## src/sv/rlte_pkg.sv

```systemverilog
// Shared types, constants and helper functions of the run-length token encoder.
// Used by every module of the block; depends on nothing.
`default_nettype none

package rlte_pkg;

   localparam int SYMBOL_W      = 8;
   localparam int COUNT_W       = 16;
   localparam int VALUE_W       = 25;
   localparam int LENGTH_W      = 5;
   localparam int SYM_BITS_W    = 4;
   localparam int CNT_BITS_W    = 5;
   localparam int CSR_INDEX_W   = 2;
   localparam int CSR_DATA_W    = 8;
   localparam int REQ_DATA_W    = 8;
   localparam int RSP_DATA_W    = 32;
   localparam int FIFO_DEPTH    = 4;

   localparam logic [CSR_INDEX_W-1:0] CSR_SYMBOL_OFFSET = 2'd0;
   localparam logic [CSR_INDEX_W-1:0] CSR_SYMBOL_BITS   = 2'd1;
   localparam logic [CSR_INDEX_W-1:0] CSR_COUNT_BITS    = 2'd2;

   localparam logic [SYMBOL_W-1:0]   RST_SYMBOL_OFFSET = 8'd64;
   localparam logic [SYM_BITS_W-1:0] RST_SYMBOL_BITS   = 4'd3;
   localparam logic [CNT_BITS_W-1:0] RST_COUNT_BITS    = 5'd4;

   typedef struct packed {
      logic [SYMBOL_W-1:0]   symbol_offset;
      logic [SYM_BITS_W-1:0] symbol_bits;
      logic [CNT_BITS_W-1:0] count_bits;
   } cfg_type;

   typedef struct packed {
      logic [SYMBOL_W-1:0] symbol;
      logic [COUNT_W-1:0]  count;
      logic                final_token;
   } entry_type;

   typedef struct packed {
      logic full;
      logic empty;
   } fifo_status_type;

   function automatic logic [SYM_BITS_W-1:0] eff_sym_bits(input logic [SYM_BITS_W-1:0] raw);
      logic [SYM_BITS_W-1:0] b;
      b = raw;
      if (b == 4'd0) b = 4'd1;
      if (b > 4'd8) b = 4'd8;
      return b;
   endfunction

   function automatic logic [CNT_BITS_W-1:0] eff_cnt_bits(input logic [CNT_BITS_W-1:0] raw);
      logic [CNT_BITS_W-1:0] b;
      b = raw;
      if (b == 5'd0) b = 5'd1;
      if (b > 5'd16) b = 5'd16;
      return b;
   endfunction

   function automatic logic [COUNT_W-1:0] max_count(input logic [CNT_BITS_W-1:0] raw);
      logic [CNT_BITS_W-1:0] cb;
      logic [COUNT_W:0]      m;
      cb = eff_cnt_bits(raw);
      m  = (17'd1 << cb) - 17'd1;
      return m[COUNT_W-1:0];
   endfunction

endpackage

`default_nettype wire

```

## src/sv/rlte_front.sv

```systemverilog
// Front end of the run-length token encoder: accepts characters, tracks the open run
// and pushes one token request per cycle into the queue while it is not full. Depends on rlte_pkg.
`default_nettype none

module rlte_front (
   input  wire                            clock,
   input  wire                            reset,
   input  wire  rlte_pkg::cfg_type        cfg,
   input  wire                            req_tvalid,
   output logic                           req_tready,
   input  wire  [rlte_pkg::SYMBOL_W-1:0]  req_symbol,
   input  wire                            req_last,
   input  wire  rlte_pkg::fifo_status_type fifo_status,
   output logic                           push_valid,
   output rlte_pkg::entry_type            push_entry
);
   import rlte_pkg::*;

   logic [SYMBOL_W-1:0] run_symbol_ff, run_symbol_in;
   logic [COUNT_W-1:0]  run_count_ff, run_count_in;
   logic                run_open_ff, run_open_in;
   logic                pend_ff, pend_in;
   logic [SYMBOL_W-1:0] pend_symbol_ff, pend_symbol_in;

   logic                accept;
   logic                extend;
   logic [COUNT_W-1:0]  new_count;
   logic [SYMBOL_W-1:0] new_symbol;

   assign req_tready = !pend_ff && !fifo_status.full;
   assign accept     = req_tvalid && req_tready;
   assign extend     = run_open_ff && (req_symbol == run_symbol_ff)
                       && (run_count_ff < max_count(cfg.count_bits));
   assign new_symbol = extend ? run_symbol_ff : req_symbol;
   assign new_count  = extend ? run_count_ff + 16'd1 : 16'd1;

   always_comb begin
      run_symbol_in  = run_symbol_ff;
      run_count_in   = run_count_ff;
      run_open_in    = run_open_ff;
      pend_in        = pend_ff;
      pend_symbol_in = pend_symbol_ff;
      push_valid     = 1'b0;
      push_entry     = '{symbol: run_symbol_ff, count: run_count_ff, final_token: 1'b0};
      if (pend_ff) begin
         push_entry = '{symbol: pend_symbol_ff, count: 16'd1, final_token: 1'b1};
         if (!fifo_status.full) begin
            push_valid = 1'b1;
            pend_in    = 1'b0;
         end
      end else if (accept) begin
         run_symbol_in = new_symbol;
         run_count_in  = new_count;
         run_open_in   = 1'b1;
         if (!extend && run_open_ff) begin
            push_valid = 1'b1;
            if (req_last) begin
               pend_in        = 1'b1;
               pend_symbol_in = req_symbol;
            end
         end else if (req_last) begin
            push_valid = 1'b1;
            push_entry = '{symbol: new_symbol, count: new_count, final_token: 1'b1};
         end
         if (req_last) begin
            run_symbol_in = '0;
            run_count_in  = '0;
            run_open_in   = 1'b0;
         end
      end
   end

   always_ff @(posedge clock) begin
      if (reset) begin
         run_symbol_ff <= '0;
         run_count_ff  <= '0;
         run_open_ff   <= 1'b0;
         pend_ff       <= 1'b0;
      end else begin
         run_symbol_ff <= run_symbol_in;
         run_count_ff  <= run_count_in;
         run_open_ff   <= run_open_in;
         pend_ff       <= pend_in;
      end
      pend_symbol_ff <= pend_symbol_in;
   end

   // A pending final token is always followed by its push before a new word is taken.
   a_pend_blocks_input: assert property (@(posedge clock) disable iff (reset)
      pend_ff |-> !req_tready)
      else $error("front accepted a word while a final token was pending");

   a_no_push_when_full: assert property (@(posedge clock) disable iff (reset)
      push_valid |-> !fifo_status.full)
      else $error("front pushed into a full queue");

   a_closed_run_is_clear: assert property (@(posedge clock) disable iff (reset)
      !run_open_ff |-> run_count_ff == '0)
      else $error("closed run still holds a count");

endmodule

`default_nettype wire

```

## src/sv/rlte_fifo.sv

```systemverilog
// Short register queue of token requests between the front and back ends.
// Depends on rlte_pkg for the entry and status types.
`default_nettype none

module rlte_fifo #(
   parameter int DEPTH = rlte_pkg::FIFO_DEPTH
) (
   input  wire                             clock,
   input  wire                             reset,
   input  wire                             push,
   input  wire  rlte_pkg::entry_type       push_entry,
   input  wire                             pop,
   output rlte_pkg::entry_type             head,
   output rlte_pkg::fifo_status_type       status
);
   import rlte_pkg::*;

   localparam int PTR_W = (DEPTH > 1) ? $clog2(DEPTH) : 1;
   localparam int CNT_W = $clog2(DEPTH + 1);

   entry_type          storage_ff [DEPTH];
   logic [PTR_W-1:0]   wr_ptr_ff, wr_ptr_in;
   logic [PTR_W-1:0]   rd_ptr_ff, rd_ptr_in;
   logic [CNT_W-1:0]   count_ff, count_in;

   function automatic logic [PTR_W-1:0] next_ptr(input logic [PTR_W-1:0] p);
      if (p == PTR_W'(DEPTH - 1)) return '0;
      return p + PTR_W'(1);
   endfunction

   assign head         = storage_ff[rd_ptr_ff];
   assign status.full  = (count_ff == CNT_W'(DEPTH));
   assign status.empty = (count_ff == '0);

   always_comb begin
      wr_ptr_in = push ? next_ptr(wr_ptr_ff) : wr_ptr_ff;
      rd_ptr_in = pop ? next_ptr(rd_ptr_ff) : rd_ptr_ff;
      count_in  = count_ff;
      if (push && !pop) count_in = count_ff + CNT_W'(1);
      else if (!push && pop) count_in = count_ff - CNT_W'(1);
   end

   always_ff @(posedge clock) begin
      if (reset) begin
         wr_ptr_ff <= '0;
         rd_ptr_ff <= '0;
         count_ff  <= '0;
      end else begin
         wr_ptr_ff <= wr_ptr_in;
         rd_ptr_ff <= rd_ptr_in;
         count_ff  <= count_in;
      end
      if (push) storage_ff[wr_ptr_ff] <= push_entry;
   end

   a_no_pop_when_empty: assert property (@(posedge clock) disable iff (reset)
      pop |-> !status.empty)
      else $error("queue popped while empty");

   a_count_bounded: assert property (@(posedge clock) disable iff (reset)
      count_ff <= CNT_W'(DEPTH))
      else $error("queue count beyond depth");

   a_count_tracks: assert property (@(posedge clock) disable iff (reset)
      (push && !pop) |=> count_ff == $past(count_ff) + CNT_W'(1))
      else $error("queue count failed to grow on a push");

endmodule

`default_nettype wire

```

## src/sv/rlte_back.sv

```systemverilog
// Back end of the run-length token encoder: packs queued run requests into tokens
// and holds them in the output register. Depends on rlte_pkg.
`default_nettype none

module rlte_back (
   input  wire                              clock,
   input  wire                              reset,
   input  wire  rlte_pkg::cfg_type          cfg,
   input  wire  rlte_pkg::entry_type        head,
   input  wire  rlte_pkg::fifo_status_type  fifo_status,
   output logic                             pop,
   output logic                             rsp_tvalid,
   input  wire                              rsp_tready,
   output logic [rlte_pkg::VALUE_W-1:0]     rsp_value,
   output logic [rlte_pkg::LENGTH_W-1:0]    rsp_length,
   output logic                             rsp_final
);
   import rlte_pkg::*;

   logic                  valid_ff, valid_in;
   logic [VALUE_W-1:0]    value_ff, value_in;
   logic [LENGTH_W-1:0]   length_ff, length_in;
   logic                  final_ff, final_in;

   logic [SYM_BITS_W-1:0] sb;
   logic [CNT_BITS_W-1:0] cb;
   logic [SYMBOL_W-1:0]   code_mask;
   logic [SYMBOL_W-1:0]   code;
   logic [COUNT_W-1:0]    mc;
   logic [COUNT_W-1:0]    cnt;
   logic [SYMBOL_W:0]     mask_wide;

   assign pop = !fifo_status.empty && (!valid_ff || rsp_tready);

   always_comb begin
      sb        = eff_sym_bits(cfg.symbol_bits);
      cb        = eff_cnt_bits(cfg.count_bits);
      mc        = max_count(cfg.count_bits);
      mask_wide = (9'd1 << sb) - 9'd1;
      code_mask = mask_wide[SYMBOL_W-1:0];
      code      = (head.symbol - cfg.symbol_offset) & code_mask;
      cnt       = (head.count > mc) ? mc : head.count;
      if (cnt <= 16'd1) begin
         value_in  = {17'd0, code} << 1;
         length_in = {1'b0, sb} + 5'd1;
      end else begin
         value_in  = ({17'd0, code} << (cb + 5'd1)) | (25'd1 << cb) | {9'd0, cnt};
         length_in = {1'b0, sb} + 5'd1 + cb;
      end
      final_in = head.final_token;
      valid_in = valid_ff;
      if (pop) valid_in = 1'b1;
      else if (rsp_tready) valid_in = 1'b0;
   end

   always_ff @(posedge clock) begin
      if (reset) begin
         valid_ff <= 1'b0;
      end else begin
         valid_ff <= valid_in;
      end
      if (pop) begin
         value_ff  <= value_in;
         length_ff <= length_in;
         final_ff  <= final_in;
      end
   end

   assign rsp_tvalid = valid_ff;
   assign rsp_value  = value_ff;
   assign rsp_length = length_ff;
   assign rsp_final  = final_ff;

   a_pop_loads_output: assert property (@(posedge clock) disable iff (reset)
      pop |=> valid_ff)
      else $error("popped token did not reach the output register");

   a_length_in_range: assert property (@(posedge clock) disable iff (reset)
      valid_ff |-> (length_ff >= 5'd2 && length_ff <= 5'd25))
      else $error("token length out of range");

   a_pop_only_with_room: assert property (@(posedge clock) disable iff (reset)
      (valid_ff && !rsp_tready) |-> !pop)
      else $error("token popped over a stalled output word");

endmodule

`default_nettype wire

```

## src/sv/run_length_token_encoder_top.sv

```systemverilog
// Top level of the run-length token encoder: configuration registers and the
// front end, token queue and back end. Depends on rlte_pkg, rlte_front, rlte_fifo, rlte_back.
`default_nettype none

// The encoder takes one character word per clock cycle and emits one token word per clock
// cycle unless stalled. The front end keeps the open run and, when a run closes, puts a
// request into a queue of FIFO_DEPTH entries; the back end packs it and registers the token,
// so a token passes through the queue and the output register. A character that both
// closes a run and ends the text yields two tokens and holds the input until the second
// request is pushed, since the queue takes one request a cycle. Configuration writes are
// always taken in the cycle they are offered and must be made while the block is idle.
module run_length_token_encoder_top #(
   parameter int FIFO_DEPTH = rlte_pkg::FIFO_DEPTH
) (
   input  wire                                  clock,
   input  wire                                  reset,
   input  wire                                  req_tvalid,
   output logic                                 req_tready,
   input  wire  [rlte_pkg::REQ_DATA_W-1:0]      req_tdata,  // [7:0] symbol
   input  wire                                  req_tlast,  // end_of_text
   output logic                                 rsp_tvalid,
   input  wire                                  rsp_tready,
   output logic [rlte_pkg::RSP_DATA_W-1:0]      rsp_tdata,  // [24:0] token_value, [29:25] token_length
   output logic                                 rsp_tlast,  // final_token
   input  wire                                  csr_valid,
   output logic                                 csr_ready,
   input  wire  [rlte_pkg::CSR_INDEX_W-1:0]     csr_index,
   input  wire  [rlte_pkg::CSR_DATA_W-1:0]      csr_data
);
   import rlte_pkg::*;

   cfg_type          cfg_ff, cfg_in;
   fifo_status_type  fifo_status;
   entry_type        push_entry;
   entry_type        head;
   logic             push_valid;
   logic             pop;
   logic [VALUE_W-1:0]  rsp_value;
   logic [LENGTH_W-1:0] rsp_length;

   assign csr_ready = 1'b1;

   always_comb begin
      cfg_in = cfg_ff;
      if (csr_valid) begin
         unique case (csr_index)
            CSR_SYMBOL_OFFSET: cfg_in.symbol_offset = csr_data;
            CSR_SYMBOL_BITS:   cfg_in.symbol_bits   = csr_data[SYM_BITS_W-1:0];
            CSR_COUNT_BITS:    cfg_in.count_bits    = csr_data[CNT_BITS_W-1:0];
            default:           cfg_in = cfg_ff;
         endcase
      end
   end

   always_ff @(posedge clock) begin
      if (reset) begin
         cfg_ff <= '{symbol_offset: RST_SYMBOL_OFFSET, symbol_bits: RST_SYMBOL_BITS,
                     count_bits: RST_COUNT_BITS};
      end else begin
         cfg_ff <= cfg_in;
      end
   end

   rlte_front u_front (
      .clock       (clock),
      .reset       (reset),
      .cfg         (cfg_ff),
      .req_tvalid  (req_tvalid),
      .req_tready  (req_tready),
      .req_symbol  (req_tdata[SYMBOL_W-1:0]),
      .req_last    (req_tlast),
      .fifo_status (fifo_status),
      .push_valid  (push_valid),
      .push_entry  (push_entry)
   );

   rlte_fifo #(
      .DEPTH (FIFO_DEPTH)
   ) u_fifo (
      .clock      (clock),
      .reset      (reset),
      .push       (push_valid),
      .push_entry (push_entry),
      .pop        (pop),
      .head       (head),
      .status     (fifo_status)
   );

   rlte_back u_back (
      .clock       (clock),
      .reset       (reset),
      .cfg         (cfg_ff),
      .head        (head),
      .fifo_status (fifo_status),
      .pop         (pop),
      .rsp_tvalid  (rsp_tvalid),
      .rsp_tready  (rsp_tready),
      .rsp_value   (rsp_value),
      .rsp_length  (rsp_length),
      .rsp_final   (rsp_tlast)
   );

   assign rsp_tdata = {2'b00, rsp_length, rsp_value};

endmodule

`default_nettype wire

```

## config.mk

```make
export PLATFORM = sky130hd
export DESIGN_NAME = run_length_token_encoder_top
export DESIGN_NICKNAME = d
export VERILOG_FILES = /design/src/sv/rlte_pkg.sv /design/src/sv/rlte_front.sv /design/src/sv/rlte_fifo.sv /design/src/sv/rlte_back.sv /design/src/sv/run_length_token_encoder_top.sv
export SDC_FILE = /design/constraint.sdc
export NUM_CORES = 1
export LEC_CHECK = 0
export BUFFER_PORTS_ARGS = -buffer_cell sky130_fd_sc_hd__clkbuf_2
export CELL_PAD_IN_SITES_DETAIL_PLACEMENT = 1
export CELL_PAD_IN_SITES_GLOBAL_PLACEMENT = 2
export CORE_MARGIN = 2
export CORE_UTILIZATION = 41
export CTS_CLUSTER_DIAMETER = 100
export DETAILED_ROUTE_END_ITERATION = 10
export GPL_TIMING_DRIVEN = 0
export PLACE_DENSITY_LB_ADDON = 0.1
export REMOVE_ABC_BUFFERS = 1
export SLEW_MARGIN = 20
export SYNTH_ARGS = -nofsm -noshare
export SYNTH_HDL_FRONTEND = slang
export SYNTH_SLANG_ARGS = --single-unit
```

## constraint.sdc

```tcl
create_clock -name clock -period 7 [get_ports clock]
set_input_delay 1.05 -clock clock [delete_from_list [all_inputs] [get_ports clock]]
set_output_delay 1.05 -clock clock [all_outputs]
set_load 0.01 [all_outputs]
```

Word level (Yosys, flattened, before mapping)
Memory sizes are Yosys's and may differ from the RTL's. A register that Yosys moved wholly into a read port is not among the register bits.
Cells that the tools add are included.
- bits in writable memories: 100
- output and inout port bits: 36
- memories kept: 1
- register bits after elaboration: 90
- word-level logic and storage cells: 113
- memory list (memory ; words ; width ; read ports ; clocked after memory_dff ; write ports ; RTL line ; text):
    u_fifo.storage_ff ; 4 ; 25 ; 1 ; 1 ; 1 ; rlte_fifo.sv:21 ; entry_type storage_ff [DEPTH];
- add/sub/neg operators: 11
- reduce and logical (&&, ||, !) cells: 27
- mux-type cells: 39
- equality and inequality tests: 6
- shift-type cells: 4
- bitwise operators: 4
- $lt $le $gt $ge: 5
- operators by type and width (kind ; number):
    25-bit two-way mux ; 4
    16-bit two-way mux ; 3
    25-bit by 16-bit bitwise OR with 25-bit output ; 1
    25-bit bitwise OR ; 1
    1-bit by 5-bit left shift with 25-bit output (first input constant) ; 1
    8-bit by 5-bit left shift with 25-bit output ; 1
    16-bit by 1-bit adder with 16-bit output (second input constant) ; 1
    16-bit > comparator ; 1
    16-bit by 1-bit <= comparator with 1-bit output (second input constant) ; 1
    16-bit < comparator ; 1
    1-bit two-way mux ; 16
    8-bit two-way mux ; 2
    1-bit by 5-bit left shift with 16-bit output (first input constant) ; 1
    16-bit by 1-bit subtractor with 16-bit output (second input constant) ; 1
    5-bit two-way mux ; 3
    2-bit two-way mux ; 6
    9-bit two-way mux ; 1
    8-bit AND ; 1
    8-bit == test ; 1
    1-bit logical AND ; 8
    4-bit two-way mux ; 2
    2-bit AND reduction ; 4
    1-bit by 4-bit left shift with 8-bit output (first input constant) ; 1
    8-bit by 1-bit subtractor with 8-bit output (second input constant) ; 1
    22 further kinds ; 33

Logic depth before layout (Yosys ltp)
- depth after elaboration: 17
- gate-level depth with buffers: 30
- mapped depth without buffers: 24

By module
From an unflattened synthesis, not the netlist that was laid out.
- cell total of the unflattened synthesis: 1075
- area total of the unflattened synthesis: 11506.0 µm²
- modules (own cells, without submodules) (module ; cells an instance ; times used ; area an instance (µm²)):
    rlte_fifo ; 175 ; 1 ; 4091.4
    rlte_back ; 460 ; 1 ; 3858.7
    rlte_front ; 363 ; 1 ; 2785.2
    run_length_token_encoder_top ; 77 ; 1 ; 770.7

Worst setup path before layout
No wires, ideal clock.
- path type: register -> register
- start point: register cfg_ff[2] (netlist bit)
- end point: register u_fifo.count_ff[2]
- data arrival time: 5.698 ns
- setup time: 0.070 ns
- path buffers: 6
- cell stages (with the launch flop): 30
- data required time: 6.930 ns
- path slack: 1.232 ns
- cells stage by stage: dfxtp_1 -> buf_2 -> clkbuf_1 -> nor3_1 -> o21a_1 -> clkbuf_1 -> ha_1 -> clkbuf_1 -> nand2_1 -> ha_1 -> nor2b_1 -> a22o_1 -> buf_6 -> o31ai_1 -> inv_1 -> ha_1 -> nand2_1 -> nor2_1 -> a221o_1 -> maj3_1 -> a2111oi_1 -> or3_1 -> buf_6 -> o31ai_4 -> ha_1 -> inv_1 -> fa_1 -> xor2_1 -> or3_1 -> a21oi_1
- cells in the longest elaborated chain, start to end: 16
- elaborated cells between the ends (all ways): 18
- those cells by class: add/sub: 1; order compare: 2; shift: 1; mux: 6; reduce/logical: 8
- ends and longest elaborated chain (item ; RTL line ; text):
    start: declaration ; run_length_token_encoder_top.sv:32 ; cfg_type cfg_ff, cfg_in;
    start signal: assignment ; run_length_token_encoder_top.sv:57 ; cfg_ff <= '{symbol_offset: RST_SYMBOL_OFFSET, symbol_bits: RST_SYMBOL_BITS,
    start signal: assignment ; run_length_token_encoder_top.sv:60 ; cfg_ff <= cfg_in;
    5-bit logical NOT ; rlte_pkg.sv:55 ; if (b == 5'd0) b = 5'd1;
    5-bit two-way mux (*) ; rlte_pkg.sv:55 ;
    5-bit > comparator ; rlte_pkg.sv:56 ; if (b > 5'd16) b = 5'd16;
    5-bit two-way mux (*) ; rlte_pkg.sv:56 ;
    1-bit by 5-bit left shift with 16-bit output (*) ; rlte_pkg.sv:64 ; m = (17'd1 << cb) - 17'd1;
    16-bit by 1-bit subtractor with 16-bit output (*) ; rlte_pkg.sv:64 ;
    16-bit < comparator (*) ; rlte_front.sv:33 ; && (run_count_ff < max_count(cfg.count_bits));
    1-bit logical AND (*) ; rlte_front.sv:33 ;
    1-bit logical NOT (*) ; rlte_front.sv:55 ; if (!extend && run_open_ff) begin
    1-bit logical AND (*) ; rlte_front.sv:55 ;
    1-bit two-way mux (*) ; rlte_front.sv:55 ;
    1-bit two-way mux (*) ; rlte_front.sv:51 ; end else if (accept) begin
    1-bit two-way mux (*) ; rlte_front.sv:45 ; if (pend_ff) begin
    net push_valid ; run_length_token_encoder_top.sv:36 ; logic push_valid;
    1-bit logical NOT ; rlte_fifo.sv:40 ; else if (!push && pop) count_in = count_ff - CNT_W'(1);
    1-bit logical AND ; rlte_fifo.sv:40 ;
    2-bit nonzero test (no line) ; n/a ;
    end signal: assignment ; rlte_fifo.sv:51 ; count_ff <= count_in;
    end: declaration ; rlte_fifo.sv:24 ; logic [CNT_W-1:0] count_ff, count_in;
The timed path passes the listed nets; every way through them passes the cells marked *.
A chain may end at the register's enable or synchronous reset.

==> flow_results.org <==
** Route
- Number of DRC violations after detailed routing :: 14
- Antenna Violating Nets Remaining :: 0
- Drt total wl :: 29.4 mm
- First-pass iteration count of the detailed router :: 8
- In this run, the number of DRC markers left after iteration 0 of detailed routing was 430.
- Using the TritonRoute via totals, the vias-per-cell ratio works out to 5.72.
- Via count :: 7995
- Dividing the detail-routed wire length by the instance count gives 21.0 um.

** Worst setup path
- Path type of the worst setup path :: reg2reg
- Type of destination of the critical path :: flop
- Setup slack of the worst register-to-register path :: 510 ps
- Reg2Reg Capture Point :: u_fifo.storage_ff[0][20]
- Worst setup SP type :: flop
- The most numerous cell type found on the critical path is clkinvlp_4.
- Start of the worst register-to-register path :: cfg_ff[4]
- In this design, the largest share of critical-path delay is due to compound AO/OA/AOI/OAI gates.
- The number of buffers and inverters on the critical path is 2.
- Crit-path max cell delay :: 580 ps
- The slowest stage of the critical path is the or4_1 cell.
- For the worst setup path, the data required time is 7150 ps.
- CP Max Fanout :: 19
- Data arrives at the worst endpoint at 6640 ps.
- The critical path goes through clkinvlp_4 -> o21a_2 -> clkinvlp_4 -> ha_2 -> nor3_1 -> o221a_2 -> nand2_1 -> nor2_1 -> xor2_1 -> ha_1 -> nand3_1 -> o221ai_1 -> or4_1 -> a2111oi_1 -> or3_4 -> o21ai_4 -> mux2i_1 -> o21ai_0.
- Counting cells, the worst reg-to-reg path comes to 18.

** CTS
- Buffers inserted to repair hold after CTS numbered 0.
- Cell at the root of the clock tree :: clkbuf_16
- TritonCTS sink count :: 192
- TritonCTS Buffers :: 17
- After clock tree synthesis, the clock-pin slew on the worst setup and hold paths is 80 ps.
- Post CTS Setup Buffer Count :: 0
- Maximum number of buffers from clock root to sink :: 2
- Worst-Skew Late Latency :: 440 ps
- TritonCTS built the clock tree.
- The H-tree was split into 4 levels.

** Finish
- Final-layout fill cell count :: 2871
- Area growth, synth to finish :: 10.9%
- Final cell count without fillers :: 1398
- Fraction of layout instances using a drive strength above 1 :: 14.5%
- Utilization after layout :: 46.4%
- At the end of the flow, the number of nets in the layout was 1131.

** Synth
- Share of async-settable or async-resettable flops after synthesis :: 0%
- During synthesis, Yosys emitted a total of 0 warnings.
- Top post-synthesis cells by count :: edfxtp_1, nor2_1, nand2_1
- Library cells used by synthesis :: 81
- Yosys top cell area share :: 38.2%
- In this run, synthesis inferred 139 flip-flops with an integrated enable.
- Synthesized netlist cell count :: 1028
- The most common cell in the synthesized netlist is edfxtp_1.
- Averaged over all synthesized cells, the footprint is 10.6 um^2.
- The share of the Yosys chip area taken by registers is 47.9%.
- The most used flip-flop cell after synthesis is edfxtp_1.
- The mapped netlist covers 10900 um^2.
- In this run, synthesis produced a sequential element count of 192.
- Cell types occupying the most area after synthesis :: edfxtp_1, dfxtp_1, ha_1
- The biggest area contributor in the post-synthesis netlist is edfxtp_1.

** Placed design
- Port buffering added 56 buffers.
- Post-DP HPWL :: 21.6 mm
- Placed cell count :: 1364
- Routability-driven placement finished with a final weighted congestion of 0.857.

** Die
- The floorplan step defined a core boundary enclosing 26100 um^2.
- Die span in x :: 167 um
- Height of the die :: 167 um
- The die covers 28000 um^2.
- In this run the core area contains 59 standard-cell rows.
- Number of top-level pins :: 60
- Once the floorplan was initialized, standard cells occupied 41.8% of the core.

** STA
- Measured against its own limit, the worst slew margin works out to 34.7%.
- On the final layout, the worst clock skew is 17.3 ps.
- In the final timing run, aggregate negative setup slack is 0 ps.
- Final hold violation count :: 0
- Crit path time final :: 6490 ps
- For the pin with the worst max-slew slack, the measured transition is 978 ps.
- The count of pins over their slew limit was 0.
- Fmax :: 154 MHz
- Setup violations remaining at the end of the flow were counted as 0.
- Setup repair after global routing missed its margin :: no
- In the finished design, the share of the clock period the worst path needs comes to 92.7%.

** GRT
- The first global-routing pass estimated 46.6 mm of wire.
- The number of global-route vias before repair was 8086.
- The initial antenna violation count came to 0.
- For this run, the total global-route usage over all layers was measured as 21.5%.
- Pin count of the biggest net entering global routing :: 36
- For this run the aggregate overflow at the end of global routing stands at 0.

** Pwr
- Maximum vdd drop :: 0.166 mV
- Final Power :: 3990 uW
- Summed over all cells, the static leakage comes to 0.00457 uW.
- Dividing total power by cell area gives a power density of 330 nW/um^2.

** Status
- The final reports fail on design-rule violations.
- The flow ran to the end, but the final reports show violations.

** Hold path
- Start point of the worst min-delay path :: u_back.rsp_tvalid
- Hold Path End :: u_back.rsp_tvalid
- The worst hold path was traced through 2 stages.
- Path type of the worst min-delay path :: reg2reg

** Flow run
- Across the run, the number of max-cap violations was 0.
sequential cells by signal, indices dropped and copies added, names as in the netlist, named ones only:
register	flops
u_front.run_open_ff	1
u_fifo.wr_ptr_ff	2
u_fifo.count_ff	3
u_fifo.rd_ptr_ff	2
u_front.run_symbol_ff	8
u_front.pend_ff	1
u_back.rsp_value	25
u_front.pend_symbol_ff	8
u_back.rsp_length	5
u_fifo.storage_ff	100
u_back.rsp_tvalid	1
u_back.rsp_final	1
cfg_ff	17
u_front.run_count_ff	16
stage by stage:
| step | hold slack [ps] | area [um^2] | worst slack (ps) |
|---|---|---|---|
| finish | 511 | 12100 | 509 |
| CTS | 509 | 12100 | 41.9 |
| global route | 549 | 12100 | 113 |
| detailed placement | 499 | 11500 | -570 |
| floorplan | 461 | 10600 | 1400 |
| global placement | 455 | 11300 | -989 |
per-layer routing:
| metal | share of wire [%] | vias up | track usage, % |
|---|---|---|---|
| met1 | 47 | 3953 | 28.9 |
| met2 | 47 | 143 | 35.8 |
| met5 | 0 | - | 0 |
| met4 | 2.6 | 0 | 7.71 |
| met3 | 2.8 | 39 | 2.74 |
| li1 | - | 3860 | - |
cells in the final DEF (no fill, tap or decap), drive strengths merged, types with 16 or more instances in the layout:
cell type,n
inv,40
o31ai,16
nand2,99
ha,56
mux4,26
a21oi,67
xnor2,18
dfxtp,53
mux2i,37
nor2,107
clkbuf,77
edfxtp,139
and3,20
o21ai,47
nand3,25
worst max-delay path by stage:
stage	start	to	slack (ps)	depth (start not counted)
detailed placement	cfg_ff[4]	u_fifo.storage_ff[0][14]	-570	20
global placement	cfg_ff[4]	u_back.rsp_value[5]	-990	20
CTS	cfg_ff[4]	u_fifo.storage_ff[0][14]	40	18
finish	cfg_ff[4]	u_fifo.storage_ff[0][20]	510	18
floorplan	cfg_ff[4]	u_back.rsp_value[5]	1400	19
global route	cfg_ff[4]	u_fifo.count_ff[2]	110	22
worst reg2reg max path, cell delays in order, from the launching register on:
cell,delay [ps]
dfxtp_2,440
clkinvlp_4,260
o21a_2,400
clkinvlp_4,340
ha_2,360
nor3_1,400
o221a_2,350
nand2_1,70
nor2_1,150
xor2_1,430
ha_1,340
nand3_1,140
o221ai_1,130
or4_1,580
a2111oi_1,450
or3_4,360
o21ai_4,250
mux2i_1,210
o21ai_0,550
logic make-up (layout without fill, tap and decap cells):
| family | after synthesis | after routing | synth area share, % |
|---|---|---|---|
| flip-flops | 192 | 192 | 47.9 |
| other | 2 | 6 | 0.0687 |
| buffers and inverters | 102 | 132 | 4.16 |
| multiplexers | 64 | 64 | 8.89 |
| AND/OR/NAND/NOR | 342 | 342 | 14.8 |
| adder cells (fa/ha/maj) | 60 | 60 | 6.96 |
| AO/OA/AOI/OAI | 238 | 239 | 14.8 |
| XOR/XNOR | 28 | 28 | 2.42 |
power by group:
part / internal [uW] / total (uW) / switching, uW
clock: 530 / 993 / 463
combinational: 612 / 1460 / 843
sequential: 1440 / 1540 / 106
total: 2580 / 3990 / 1410
timing repair:
action                     in CTS  in global routing
resized for setup               3                 10
setup endpoints to repair     218                194
pin swaps                       0                  1
gates cloned                    0                  1
cell type report:
type / instances / area, um^2 / area share [%]
Inverter: 40 / 158 / 1.30
Tap cell: 335 / 419 / 3.46
Antenna cell: 1 / 2.50 / 0.0207
Multi-Input combinational cell: 738 / 5330 / 44.0
Clock buffer: 21 / 470 / 3.88
Sequential cell: 192 / 5240 / 43.3
Clock inverter: 11 / 121 / 1.00
Timing Repair Buffer: 60 / 370 / 3.06
Power figures use the tool's default switching activity.
